`config.mk`:
```
export PLATFORM = sky130hd
export DESIGN_NAME = wildcard_byte_pattern_scanner
export DESIGN_NICKNAME = d
export VERILOG_FILES = /design/src/rtl/wbps_pkg.sv /design/src/rtl/wbps_cell.sv /design/src/rtl/wbps_out_buf.sv /design/src/rtl/wildcard_byte_pattern_scanner.sv
export SDC_FILE = /design/constraint.sdc
export NUM_CORES = 1
export LEC_CHECK = 0
export ABC_CLOCK_PERIOD_IN_PS = 29700
export BUFFER_PORTS_ARGS = -buffer_cell sky130_fd_sc_hd__buf_2
export CAP_MARGIN = 20
export CORE_UTILIZATION = 40
export CTS_CLUSTER_DIAMETER = 40
export DETAILED_ROUTE_END_ITERATION = 8
export PLACE_DENSITY = 0.66
export SYNTH_ARGS = -nofsm -noshare
export SYNTH_HDL_FRONTEND = slang
export SYNTH_SLANG_ARGS = --single-unit
```
`constraint.sdc`:
```
create_clock -name clk_i -period 29.7 [get_ports clk_i]
set_clock_uncertainty 0.2 [all_clocks]
set_input_delay 2.97 -clock clk_i [delete_from_list [all_inputs] [get_ports clk_i]]
set_output_delay 2.97 -clock clk_i [all_outputs]
set_load 0.05 [all_outputs]
```
`src/rtl/wbps_pkg.sv`:
```
// shared types, constants and register codes of the wildcard byte pattern scanner
package wbps_pkg;

  localparam int unsigned MaxPatternBytesDef = 16;
  localparam int unsigned OffsetBitsDef      = 32;
  localparam int unsigned LenW               = 5;
  localparam int unsigned CfgIdxW            = 3;
  localparam int unsigned CfgDataW           = 64;
  localparam int unsigned AddrW              = 64;
  localparam int unsigned CountW             = 32;

  typedef enum logic [CfgIdxW-1:0] {
    CFG_PAT_LO   = 3'd0,
    CFG_PAT_HI   = 3'd1,
    CFG_CARE     = 3'd2,
    CFG_LENGTH   = 3'd3,
    CFG_BASE     = 3'd4,
    CFG_FIND_ALL = 3'd5
  } cfg_reg_e;

  typedef struct packed {
    logic [7:0] data_byte;
    logic       region_last;
  } scan_in_t;

  typedef struct packed {
    logic              match_found;
    logic [31:0]       match_offset;
    logic [AddrW-1:0]  match_address;
    logic [CountW-1:0] match_total;
    logic              region_done;
  } scan_out_t;

  // per-beat control broadcast to every window cell
  typedef struct packed {
    logic shift;
    logic clear;
  } cell_ctrl_t;

endpackage

```
`src/rtl/wbps_cell.sv`:
```
// one window cell: holds a byte, passes it on, and compares the incoming byte
module wbps_cell import wbps_pkg::*; (
  input  logic       clk_i,
  input  logic       rst_ni,
  input  cell_ctrl_t ctrl_i,
  input  logic [7:0] byte_i,
  input  logic [7:0] pat_i,
  input  logic       care_i,
  input  logic       active_i,
  output logic [7:0] byte_o,
  output logic       hit_o
);

  logic [7:0] byte_q, byte_d;

  // compare on the byte that shifts in this beat
  assign hit_o  = !active_i || !care_i || (byte_i == pat_i);
  assign byte_o = byte_q;

  always_comb begin
    byte_d = byte_q;
    if (ctrl_i.shift) begin
      byte_d = ctrl_i.clear ? 8'h00 : byte_i;
    end
  end

  always_ff @(posedge clk_i or negedge rst_ni) begin
    if (!rst_ni) begin
      byte_q <= 8'h00;
    end else begin
      byte_q <= byte_d;
    end
  end

endmodule

```
`src/rtl/wbps_out_buf.sv`:
```
// two-entry result buffer so input beats keep flowing while a result waits
module wbps_out_buf import wbps_pkg::*; (
  input  logic      clk_i,
  input  logic      rst_ni,
  input  logic      push_i,
  input  scan_out_t data_i,
  output logic      full_o,
  output logic      out_valid_o,
  input  logic      out_stall_i,
  output scan_out_t out_data_o
);

  logic      main_vld_q, main_vld_d;
  logic      skid_vld_q, skid_vld_d;
  scan_out_t main_q, main_d;
  scan_out_t skid_q, skid_d;
  logic      pop;

  assign pop         = main_vld_q && !out_stall_i;
  assign full_o      = skid_vld_q;
  assign out_valid_o = main_vld_q;
  assign out_data_o  = main_q;

  always_comb begin
    main_vld_d = main_vld_q;
    skid_vld_d = skid_vld_q;
    main_d     = main_q;
    skid_d     = skid_q;
    if (skid_vld_q) begin
      // no push while the skid entry is taken
      if (pop) begin
        main_d     = skid_q;
        skid_vld_d = 1'b0;
      end
    end else if (!main_vld_q || pop) begin
      main_vld_d = push_i;
      if (push_i) begin
        main_d = data_i;
      end
    end else if (push_i) begin
      skid_d     = data_i;
      skid_vld_d = 1'b1;
    end
  end

  always_ff @(posedge clk_i or negedge rst_ni) begin
    if (!rst_ni) begin
      main_vld_q <= 1'b0;
      skid_vld_q <= 1'b0;
    end else begin
      main_vld_q <= main_vld_d;
      skid_vld_q <= skid_vld_d;
    end
  end

  always_ff @(posedge clk_i) begin
    main_q <= main_d;
    skid_q <= skid_d;
  end

endmodule

```
`src/rtl/wildcard_byte_pattern_scanner.sv`:
```
// top level of the wildcard byte pattern scanner
// The scanner takes one region byte per clock: the
// byte shifts into a row of MAX_PATTERN_BYTES window cells, every cell compares
// its byte with the pattern byte aligned to it in the same cycle, and the result
// (a match report, the region done marker, or both) lands in a two-entry output
// buffer. Input beats are stalled only when both buffer entries hold results, so
// the sustained rate is one byte per cycle whenever the output side keeps up.
// Pattern byte 0 lines up with the oldest byte of the window; positions whose
// care bit is clear are wildcards. A match is reported only once the region has
// supplied at least pattern_length bytes. Offsets are counted in an
// OFFSET_BITS-wide saturating counter. Configuration writes are always taken
// (ready is tied high) and must happen while no result is outstanding.
module wildcard_byte_pattern_scanner import wbps_pkg::*; #(
  parameter int unsigned MAX_PATTERN_BYTES = MaxPatternBytesDef,
  parameter int unsigned OFFSET_BITS       = OffsetBitsDef
) (
  input  logic                clk_i,
  input  logic                rst_ni,
  input  logic                in_valid_i,
  output logic                in_stall_o,
  input  scan_in_t            in_data_i,
  output logic                out_valid_o,
  input  logic                out_stall_i,
  output scan_out_t           out_data_o,
  input  logic                cfg_valid_i,
  output logic                cfg_ready_o,
  input  logic [CfgIdxW-1:0]  cfg_index_i,
  input  logic [CfgDataW-1:0] cfg_data_i
);

  // configuration registers
  logic [63:0]      pat_lo_q, pat_hi_q;
  logic [15:0]      care_q;
  logic [LenW-1:0]  len_cfg_q;
  logic [AddrW-1:0] base_q;
  logic             find_all_q;

  // region state
  logic [OFFSET_BITS-1:0] seen_q, seen_d;
  logic                   first_q, first_d;
  logic [CountW-1:0]      cnt_q, cnt_d;

  logic       in_acc;
  logic       buf_full;
  cell_ctrl_t cell_ctrl;
  logic [127:0] pat_all;
  logic [LenW-1:0] len_act;

  logic [7:0] win   [MAX_PATTERN_BYTES];
  logic [MAX_PATTERN_BYTES-1:0] cell_hit;

  logic                   seen_sat;
  logic                   enough;
  logic                   hit;
  logic                   report;
  logic                   emit;
  logic [OFFSET_BITS-1:0] offset;
  logic [AddrW-1:0]       offset_ext;
  logic [CountW-1:0]      cnt_new;
  scan_out_t              res;

  assign cfg_ready_o = 1'b1;
  assign in_stall_o  = buf_full;
  assign in_acc      = in_valid_i && !buf_full;
  assign pat_all     = {pat_hi_q, pat_lo_q};

  // clamp the pattern length to 1..MAX_PATTERN_BYTES
  always_comb begin
    if (len_cfg_q == '0) begin
      len_act = LenW'(1);
    end else if (len_cfg_q > LenW'(MAX_PATTERN_BYTES)) begin
      len_act = LenW'(MAX_PATTERN_BYTES);
    end else begin
      len_act = len_cfg_q;
    end
  end

  always_ff @(posedge clk_i or negedge rst_ni) begin
    if (!rst_ni) begin
      pat_lo_q   <= '0;
      pat_hi_q   <= '0;
      care_q     <= 16'hFFFF;
      len_cfg_q  <= LenW'(1);
      base_q     <= '0;
      find_all_q <= 1'b0;
    end else if (cfg_valid_i && cfg_ready_o) begin
      unique case (cfg_index_i)
        CFG_PAT_LO:   pat_lo_q   <= cfg_data_i;
        CFG_PAT_HI:   pat_hi_q   <= cfg_data_i;
        CFG_CARE:     care_q     <= cfg_data_i[15:0];
        CFG_LENGTH:   len_cfg_q  <= cfg_data_i[LenW-1:0];
        CFG_BASE:     base_q     <= cfg_data_i;
        CFG_FIND_ALL: find_all_q <= cfg_data_i[0];
        default: ;
      endcase
    end
  end

  assign cell_ctrl.shift = in_acc;
  assign cell_ctrl.clear = in_data_i.region_last;

  for (genvar k = 0; k < MAX_PATTERN_BYTES; k++) begin : g_cell
    logic [LenW-1:0] pidx;
    logic [7:0]      byte_in;
    logic            active;

    // window cell k (0 newest) lines up with pattern byte len-1-k
    assign pidx    = len_act - LenW'(k) - LenW'(1);
    assign active  = LenW'(k) < len_act;
    if (k == 0) begin : g_head
      assign byte_in = in_data_i.data_byte;
    end else begin : g_body
      assign byte_in = win[k-1];
    end

    wbps_cell u_cell (
      .clk_i    (clk_i),
      .rst_ni   (rst_ni),
      .ctrl_i   (cell_ctrl),
      .byte_i   (byte_in),
      .pat_i    (pat_all[{pidx[3:0], 3'b000} +: 8]),
      .care_i   (care_q[pidx[3:0]]),
      .active_i (active),
      .byte_o   (win[k]),
      .hit_o    (cell_hit[k])
    );
  end

  // seen_q + 1 >= len, written without the increment
  assign seen_sat   = (seen_q == '1);
  assign enough     = seen_sat || (seen_q >= OFFSET_BITS'(len_act - LenW'(1)));
  assign offset     = seen_q - OFFSET_BITS'(seen_sat ? len_act : (len_act - LenW'(1)));
  assign offset_ext = AddrW'(offset);
  assign hit        = enough && (&cell_hit);
  assign report     = hit && (find_all_q || !first_q);
  assign cnt_new    = (report && (cnt_q != '1)) ? (cnt_q + CountW'(1)) : cnt_q;
  assign emit       = in_acc && (report || in_data_i.region_last);

  always_comb begin
    res.match_found   = report;
    res.match_offset  = report ? offset_ext[31:0] : 32'd0;
    res.match_address = report ? (base_q + offset_ext) : '0;
    res.match_total   = cnt_new;
    res.region_done   = in_data_i.region_last;
  end

  always_comb begin
    seen_d  = seen_q;
    first_d = first_q;
    cnt_d   = cnt_q;
    if (in_acc) begin
      if (in_data_i.region_last) begin
        seen_d  = '0;
        first_d = 1'b0;
        cnt_d   = '0;
      end else begin
        seen_d  = seen_sat ? seen_q : (seen_q + OFFSET_BITS'(1));
        first_d = first_q || report;
        cnt_d   = cnt_new;
      end
    end
  end

  always_ff @(posedge clk_i or negedge rst_ni) begin
    if (!rst_ni) begin
      seen_q  <= '0;
      first_q <= 1'b0;
      cnt_q   <= '0;
    end else begin
      seen_q  <= seen_d;
      first_q <= first_d;
      cnt_q   <= cnt_d;
    end
  end

  wbps_out_buf u_out_buf (
    .clk_i       (clk_i),
    .rst_ni      (rst_ni),
    .push_i      (emit),
    .data_i      (res),
    .full_o      (buf_full),
    .out_valid_o (out_valid_o),
    .out_stall_i (out_stall_i),
    .out_data_o  (out_data_o)
  );

endmodule

```
### Word level (Yosys, flattened, before mapping)

Cells that the tools add are included.

* register bits: 661
* bits of input ports: 81
* output and inout port bits: 133
* word-level logic and storage cells: 307

* add/subtract/negate cells: 35
* order comparisons: 34
* equal/unequal tests: 25
* shift operators: 16
* multiplexer cells: 65
* bitwise gates (word level): 2
* reductions and logical operators: 94

Operators by type and width (count)
* $shiftx 128x8->8: 16
* $mux 130: 4
* $mux 32: 6
* $eq 8x8->1: 16
* $mux 8: 15
* $lt 4x5->1 const B: 16
* $add 32x1->32 const B: 2
* $add 64x32->64: 1
* $bmux 1 s4: 16
* $mux 64: 1
* $sub 4x1->4 const B: 16
* $lt 4x5->1 const A: 8
* $logic_or 1x1->1: 37
* $logic_not 1->1: 36
* $eq 32x32->1 const B: 1
* $ge 32x32->1: 1
* $ne 32x32->1 const B: 1
* $sub 32x32->32: 1
* $sub 4x4->4 const B: 8
* $mux 1: 21
* $lt 3x5->1 const A: 4
* $reduce_and 16->1: 1
* $reduce_and 2->1: 8
* $sub 4x3->4 const B: 4
* 16 further kinds: 31

### Depth between registers and ports, before layout

Gate-level depths: netlist of the first run.

* word-level depth: 18
* gate-level depth with buffers: 44

### Modules after synthesis

From an unflattened synthesis of the first run, not the netlist that was laid out.

* cells, all modules: 3602
* area, all modules: 41031.9 um2

Modules (own cells, without submodules)
* wildcard_byte_pattern_scanner: times used 1, cells each 2481, area each 24096.9 um2
* wbps_out_buf: times used 1, cells each 417, area each 9708.1 um2
* wbps_cell: times used 16, cells each 44, area each 451.7 um2

### Worst setup path before layout of the first run

Ideal clock, no wire load.

* kind: register to register
* start point: reg len_cfg_q[1]
* end point: reg u_out_buf.main_q (netlist bit u_out_buf.out_data_o[0]) (enable)
* arrival time: 14.755 ns
* slack: 13.927 ns
* stages on the path, launching flop included: 24
* path buffers: 6
* clock period less this slack: 15.773 ns
* cell sequence: dfrtp_1 > buf_2 > nor2b_1 > buf_2 > buf_1 > clkbuf_1 > buf_1 > inv_1 > ha_1 > nor2_1 > a221o_1 > clkbuf_1 > inv_1 > xnor2_1 > mux4_2 > xnor2_1 > nand4_1 > o211ai_1 > and4_1 > and4_1 > nand2_1 > inv_2 > o21ai_0 > a21boi_0

* cells in the longest elaborated chain, start to end: 17
* elaborated cells between the ends (all ways): 188
* classes of those cells: 31 x add/sub; 18 x order compare; 16 x eq/ne; 16 x shift; 34 x mux; 73 x reduce/logical

Ends and longest elaborated chain
* from (decl): line wildcard_byte_pattern_scanner.sv:34 `logic [LenW-1:0] len_cfg_q;`
* from (signal assigned): line wildcard_byte_pattern_scanner.sv:83 `len_cfg_q <= LenW'(1);`
* from (signal assigned): line wildcard_byte_pattern_scanner.sv:91 `CFG_LENGTH: len_cfg_q <= cfg_data_i[LenW-1:0];`
* $gt 5x5->1: line wildcard_byte_pattern_scanner.sv:71 `end else if (len_cfg_q > LenW'(MAX_PATTERN_BYTES)) begin`
* $mux 5: line wildcard_byte_pattern_scanner.sv:71
* $mux 5 (*): line wildcard_byte_pattern_scanner.sv:69 `if (len_cfg_q == '0) begin`
* branches (longest 8 deep; another with $sub 4x1->4)
* $logic_and 1x1->1 (*): line wildcard_byte_pattern_scanner.sv:134 `assign hit = enough && (&cell_hit);`
* $logic_and 1x1->1 (*): line wildcard_byte_pattern_scanner.sv:135 `assign report = hit && (find_all_q || !first_q);`
* net report: line wildcard_byte_pattern_scanner.sv:55 `logic report;`
* $logic_or 1x1->1 (*): line wildcard_byte_pattern_scanner.sv:137 `assign emit = in_acc && (report || in_data_i.region_last);`
* $logic_and 1x1->1 (*): line wildcard_byte_pattern_scanner.sv:137
* $reduce_bool 2->1 (no line) (*)
* $reduce_and 3->1 (no line) (*)
* to (signal assigned): line wbps_out_buf.sv:57 `main_q <= main_d;`
* to (decl): line wbps_out_buf.sv:15 `scan_out_t main_q, main_d;`

Mark *: on every way through the listed nets, which the timed path passes. The select of a mux whose other input is x is not followed.
A chain may end at the register's enable or synchronous reset.

### Worst setup path after layout of the first run

* start point: reg len_cfg_q[4]
* end point: reg u_out_buf.main_q (netlist bit u_out_buf.out_data_o[92]) (enable)

The elaborated chain is that of the path after synthesis.

==> results of run 1 <==
layer usage:
metal,track usage (%),wire length [µm],vias up
met2,40.7,64000,1962
met5,0.362,112,-
met1,37.1,60400,17106
li1,-,-,15183
met3,9.21,17400,442
met4,13.5,8680,8
cells in the mapped netlist (42+ instances only):
master      n  area share, %
inv_1      83           0.75
ha_1      109            3.3
a211oi_1   62            1.1
edfxtp_1  260             19
a22oi_1    47           0.85
mux2i_1    76            1.8
a21o_1     48           0.87
a21oi_1   105            1.3
o21ai_0   244            2.9
mux4_2    150            8.1
nand3_1   122            1.5
and3_1     42           0.63
xor2_1    115            2.4
xnor2_1   142            3.0
nand2_1   557            5.0
nand4_1    95            1.4
nor3_1     42           0.50
nor2_1    226            2.0
clkbuf_1  210            1.9
mux2_2    234            6.3
o31ai_1   105            1.9
dfrtp_1   384             23
nand2b_1   59           0.89
worst paths after layout:
kind | start | end | slack [ns] | cells past startpoint
worst max-delay path | len_cfg_q[4] | u_out_buf.out_data_o[92] | 19.25 | 23
worst min-delay path | base_q[0] | base_q[0] | 0.31 | 1
worst max register to register | len_cfg_q[4] | u_out_buf.out_data_o[92] | 19.25 | 23
worst min register to register | base_q[0] | base_q[0] | 0.31 | 1
max in group asynchronous | rst_ni | pat_hi_q[48] | 25.57 | 2
min in group asynchronous | rst_ni | g_cell[3].u_cell.byte_o[0] | 2.14 | 1
flip-flops by register name (all words and copies together), names as in the netlist:
| name | count |
|---|---|
| pat_hi_q | 64 |
| base_q | 64 |
| care_q | 16 |
| u_out_buf.skid_q | 130 |
| g_cell.u_cell.byte_o | 120 |
| seen_q | 32 |
| pat_lo_q | 64 |
| cnt_q | 32 |
| find_all_q | 1 |
| u_out_buf.full_o | 1 |
| u_out_buf.out_data_o | 130 |
| len_cfg_q | 5 |
| u_out_buf.out_valid_o | 1 |
| first_q | 1 |
worst register-to-register path, cell delays in order (launching register included):
cell and delay [ns]:
dfrtp_1 0.46, buf_4 0.33, nor4_4 0.67, buf_4 0.31, nor2_8 0.06, clkinv_2 0.05
buf_4 0.58, buf_4 0.61, ha_1 0.28, xnor2_2 0.12, buf_4 0.45, mux4_2 0.42
xnor2_1 0.19, nand4_1 0.20, o21ai_0 0.38, o211a_1 0.21, and4_1 0.25, and4_1 0.87
nand2_4 0.58, inv_2 0.28, o21ai_0 0.28, a21boi_4 0.77, buf_4 0.57, buf_4 0.84
through the flow:
| stage | area [µm²] | utilization [%] | power, µW | cells | hold slack, ns |
|---|---|---|---|---|---|
| after floorplan | 41600 | - | 2790 | 4015 | 0.264 |
| after global placement | 43900 | 42.8 | 3420 | 5378 | 0.287 |
| after detailed placement | 43900 | 42.8 | 3440 | 5380 | 0.303 |
| after CTS | 47400 | 46.3 | 4680 | 5573 | 0.313 |
| after global routing | 47400 | 46.3 | 4910 | 5574 | 0.327 |
| final | 47500 | 46.3 | 4730 | 5581 | 0.314 |
area by class of cell:
cell class	instances	share of cell area [%]
Clock buffer	119	5.78
Antenna cell	7	0.0369
Multi-Input combinational cell	2991	47.3
Timing Repair Buffer	270	3.27
Inverter	91	0.728
Tap cell	1368	3.61
Sequential cell	661	37.6
Clock inverter	74	1.67
power breakdown:
part | internal [µW] | switching [µW]
Clock | 742 | 485
Combinational | 792 | 1370
Sequential | 1130 | 214
Total | 2660 | 2070
cells by family after synthesis:
group,Yosys count,synth area share [%]
xor gates and xnor gates,257,5.41
other,1,0.00901
adders and majority gates,111,3.37
AOI/OAI and AO/OA,848,13.6
muxes,460,16.3
DFF,661,42.9
buffers and inverters,363,3.53
and+or+nand+nor,1314,14.9
==> summary.md, run 1 <==
| Metric | Value |
|---|---|
| Outcome | finished, final reports clean |
| WL per Instance | between 20 and 30 µm |
| Placeable Area | between 0.1 and 0.15 mm² |
| Number of warnings reported in the yosys synthesis log | 0 |
| Sequential share of the synthesized area | between 40% and 50% |
| Cell-by-cell trace of the critical path | buf_4 -> nor4_4 -> buf_4 -> nor2_8 -> clkinv_2 -> buf_4 -> buf_4 -> ha_1 -> xnor2_2 -> buf_4 -> mux4_2 -> xnor2_1 -> nand4_1 -> o21ai_0 -> o211a_1 -> and4_1 -> and4_1 -> nand2_4 -> inv_2 -> o21ai_0 -> a21boi_4 -> buf_4 -> buf_4 |
| Buffers plus inverters on the worst setup path | 9 |
| Top FF cell, synth | dfrtp_1 |
| Net count of the finished layout | ~4,300 |
| Chip height | 325 µm |
| Place WS | a little under 20 ns |
| Antenna violations before repair | 9 |
| Final WS setup | 19.25 ns |
| Number of setup violations in the final report | 0 |
| Placement row count | between 100 and 150 |
| H-tree lvl count | 3 |
| Filler cells | 9,537 |
| Slew at the pin closest to its max-slew limit | ~1.1 ns |
| Number of buffers created by CTS | 102 |
| Avg Synthesized Cell Area | between 10 and 15 µm² |
| Highest ir drop seen on vdd | roughly 0.057 mV |
| Unrepaired setup endpoints after global routing | false |
| Type of element launching the critical path | flop |
| Global-route wire length before repair | around 220,000 µm |
| Most frequent standard cell in the layout excluding fill and tap cells | nand2_1 |
| Detailed-route via count | roughly 35,000 |
| P&R area growth vs syn | 14.0% |
| Resize count post-CTS | 0 |
| Initial core utilization | 40.6% |
| Final hold violation count | 0 |
| Max Fanout on Critical Path | 63 |
| Die width | roughly 320 µm |
| Kind of cell adding the most delay to the critical path | buffers and inverters |
| Routed Wire Length | between 150,000 and 200,000 µm |
| Max Root-Sink Buffers | 3 |
| GR Util All Layers | between 20% and 30% |
| Crit share post-route | roughly a third |
| Gp weighted congestion | ~1.1 |
| Type of the worst setup path | flop to flop |
| Largest stage delay on the critical path | between 0.8 and 0.9 ns |
| Static leakage | between 0.015 and 0.02 µW |
| Worst EP required | between 20 and 30 ns |
| Post-route DRC violation count | 0 |
| Max-cap viol count | 0 |
| Timing-limited maximum frequency | 95.7 MHz |
| Number of synthesized flops with an enable pin | 260 |
| Relative slew slack | 26.9% |
| Setup TNS | 0 ns |
| Vias per Instance | 6.22 |
| Clock insertion delay at the later pin of the skew report | 0.70 ns |
| Clk slew on worst S/H paths | ~0.050 ns |
| Clock tree from TritonCTS | yes |
| Pin count of the biggest net entering global routing | between 150 and 200 |
| Number of I/O port buffers | around 210 |
| Async set or reset register ratio after synthesis | around 61% |
| Count of nets left with antenna violations after detail routing | 0 |
| Post-CTS Setup Inserts | 0 |
| Number of cells produced by synthesis | approximately 4,000 |
| Class of the worst hold path | flop to flop |
| Minimum clock period after layout | 10.45 ns |
| Post-DP HPWL | around 110,000 µm |
| CTS root buffer | clkbuf_16 |
| Cell area after synthesis | 0.0416 mm² |
| Fraction of final layout cells sized beyond drive strength 1 | between 20% and 30% |
| Data arrival, critical path | approximately 11 ns |
| Global route overflow | 0 |
| Total area of sequential cells | about 0.018 mm² |
| Pre-Repair DR Iteration Count | 7 |
| Boundary pin count | around 210 |
| Total area of multi-input combinational cells | ~0.022 mm² |
| Cts-stage hold buffer count | 0 |
| Number of clock sinks | roughly 660 |
| Cell with the largest stage delay on the worst path | and4_1 |
| Critical path's most frequent cell | buf_4 |
| Most frequent cells in the layout | nand2_1, dfrtp_1, edfxtp_1 |
| #FFs+latches synth | roughly 660 |
| Number of global-route vias before repair | 32,319 |
| Syn Nets | between 4,000 and 5,000 |
| Die area | about 0.11 mm² |
| Critical path capture point type | flop |
| Power density over the cells | 99.6 mW/mm² |
| Number of violations reported at the end of detailed-routing iteration 0 | 4,171 |
| Final Slew Violations | 0 |
| Number of distinct library cells after synthesis | 90 |
No activity file was read; power rests on OpenSTA's default activity.
==> run 2: changes to the inputs <==
--- a/config.mk
+++ b/config.mk
@@ -5,7 +5,7 @@
 export SDC_FILE = /design/constraint.sdc
 export NUM_CORES = 1
 export LEC_CHECK = 0
-export ABC_CLOCK_PERIOD_IN_PS = 29700
+export ABC_CLOCK_PERIOD_IN_PS = 10850
 export BUFFER_PORTS_ARGS = -buffer_cell sky130_fd_sc_hd__buf_2
 export CAP_MARGIN = 20
 export CORE_UTILIZATION = 40
==> constraint.sdc (replaced) <==
create_clock -name clk_i -period 10.85 [get_ports clk_i]
set_clock_uncertainty 0.2 [all_clocks]
set_input_delay 1.085 -clock clk_i [delete_from_list [all_inputs] [get_ports clk_i]]
set_output_delay 1.085 -clock clk_i [all_outputs]
set_load 0.05 [all_outputs]
==> summary.md, run 2 (synthesis gave the netlist of run 1 again) <==
| Metric | Value |
|---|---|
| Count of nets left with antenna violations after detail routing | 0 |
| GR Util All Layers | 27.6% |
| Number of cells in the finished layout apart from fillers | between 5,000 and 6,000 |
| Number of I/O port buffers | ~210 |
| Relative slew slack | 22.0% |
| Clock insertion delay at the later pin of the skew report | about 0.73 ns |
| Highest ir drop seen on vdd | between 0.3 and 0.4 mV |
| Type of the worst setup path | flop to flop |
| Die area | between 0.1 and 0.15 mm² |
| Outcome | finished, final reports clean |
| Data arrival, critical path | 9.28 ns |
| Class of the worst hold path | input port to async pin |
| Largest stage delay on the critical path | 0.82 ns |
| Initial core utilization | approximately two fifths |
| Net count of the finished layout | between 4,000 and 5,000 |
| Vias per Instance | 6.11 |
| Antenna violations before repair | 7 |
| Most frequent standard cell in the layout excluding fill and tap cells | nand2_1 |
| Place WS | ~1.8 ns |
| Gp weighted congestion | slightly above 1 |
| Post-route DRC violation count | 0 |
| Resize count post-CTS | 0 |
| Clk slew on worst S/H paths | ~0.060 ns |
| Setup TNS | 0 ns |
| Chip height | 325 µm |
| Global route overflow | 0 |
| Max-cap viol count | 0 |
| Unrepaired setup endpoints after global routing | false |
| Final Slew Violations | 0 |
| Core utilization of the finished layout | a little under half |
| H-tree lvl count | 3 |
| Max Root-Sink Buffers | 3 |
| Power density over the cells | approximately 280 mW/mm² |
| P&R area growth vs syn | 15.3% |
| Slew at the pin closest to its max-slew limit | 1.16 ns |
| Boundary pin count | around 210 |
| Number of setup violations in the final report | 0 |
| Pin count of the biggest net entering global routing | around 170 |
| Post-DP HPWL | about 110,000 µm |
| Final WS setup | roughly 1.7 ns |
| Buffers plus inverters on the worst setup path | 6 |
| Fraction of final layout cells sized beyond drive strength 1 | 22.6% |
| Crit share post-route | between 80% and 90% |
| Most frequent cells in the layout | nand2_1, dfrtp_1, edfxtp_1 |
| CTS root buffer | clkbuf_16 |
| Worst EP required | 10.98 ns |
| Number of global-route vias before repair | ~32,000 |
| Critical path capture point type | flop |
| Kind of cell adding the most delay to the critical path | compound AO/OA/AOI/OAI gates |
| Global-route wire length before repair | ~220,000 µm |
| Routed Wire Length | 149,000 µm |
| Final hold violation count | 0 |
| Timing-limited maximum frequency | 109 MHz |
| Die width | 325 µm |
| Clock tree from TritonCTS | yes |
| Cell with the largest stage delay on the worst path | nor4_4 |
| WL per Instance | roughly 27 µm |
| Static leakage | between 0.015 and 0.02 µW |
| Cts-stage hold buffer count | 0 |
| Type of element launching the critical path | flop |
| Post-CTS Setup Inserts | 0 |
| Placeable Area | around 0.1 mm² |
| Cell-by-cell trace of the critical path | nor4_4 -> buf_4 -> nor2_8 -> buf_4 -> ha_1 -> xnor2_2 -> buf_4 -> inv_1 -> ha_1 -> a21o_1 -> a21o_1 -> a21o_1 -> a21oi_1 -> o21ai_0 -> a21oi_1 -> o31ai_1 -> a211o_1 -> nand2_4 -> inv_2 -> o21ai_0 -> a21boi_4 -> buf_4 |
| Number of buffers created by CTS | about 110 |
| Number of violations reported at the end of detailed-routing iteration 0 | 4,167 |
| Placement row count | 117 |
| Hold Slack | around 0.18 ns |
| Minimum clock period after layout | about 9.1 ns |
| Critical path's most frequent cell | buf_4 |
| Number of clock sinks | 661 |
| Pre-Repair DR Iteration Count | 6 |
| Detailed-route via count | 34,260 |
| Max Fanout on Critical Path | 55 |
| DP Cell Count | 5,392 |
run 2: cell types whose count changed in the layout (fill, tap and decap cells not counted), moves of 4 or more:
cell and delta:
buf_4 +11, clkbuf_1 -8, clkinv_2 -7, clkinv_8 +5, diode_2 -4, inv_6 +9, inv_8 +9
run 2: layout make-up:
class                   count  area (µm²)
diodes                      3        7.51
clock buffers             116        2820
clock inverters            91        1120
fillers                  9465       54500
inverters                  91         345
multi-input cells        2991       22400
flip-flops and latches    661       17900
well taps                1368        1710
repair buffers            285        1710
run 2: power breakdown:
group / internal (µW) / switching [µW]
Sequential: 3080 / 492
Clock: 2170 / 1470
Combinational: 2190 / 3930
run 2: path summary, 6_finish.rpt:
path | from | endpoint | slack (ns) | cells past startpoint
worst max-delay path | len_cfg_q[4] | u_out_buf.out_data_o[14] | 1.70 | 22
worst min-delay path | rst_ni | cnt_q[20] | 0.18 | 1
worst max register to register | len_cfg_q[4] | u_out_buf.out_data_o[14] | 1.70 | 22
worst min register to register | find_all_q | find_all_q | 0.31 | 1
max in group asynchronous | rst_ni | pat_lo_q[62] | 8.11 | 3
min in group clk_i | find_all_q | find_all_q | 0.31 | 1
run 2: worst reg2reg max path, stage by stage, from the launching register on:
cell	delay, ns
dfrtp_1	0.75
nor4_4	0.82
buf_4	0.34
nor2_8	0.06
buf_4	0.30
ha_1	0.38
xnor2_2	0.17
buf_4	0.43
inv_1	0.56
ha_1	0.47
a21o_1	0.11
a21o_1	0.12
a21o_1	0.12
a21oi_1	0.07
o21ai_0	0.21
a21oi_1	0.15
o31ai_1	0.36
a211o_1	0.71
nand2_4	0.55
inv_2	0.31
o21ai_0	0.30
a21boi_4	0.78
buf_4	0.49
run 2: routing by layer:
| metal | wire length, µm | share of wire (%) | global-route usage [%] |
|---|---|---|---|
| met1 | 63100 | 42 | 38.3 |
| met2 | 64100 | 43 | 40.5 |
| met3 | 13900 | 9.3 | 6.72 |
| met4 | 7420 | 5.0 | 12.5 |
| met5 | 47 | 0.032 | 0 |
run 2: per-stage QoR:
| step | total power [µW] | area (µm²) |
|---|---|---|
| 4_1_cts | 13200 | 48000 |
| 6_report | 13300 | 48000 |
| 2_1_floorplan | 7590 | 41600 |
| 5_1_grt | 13800 | 48000 |
| 3_5_place_dp | 9540 | 44000 |
| 3_3_place_gp | 9500 | 44000 |
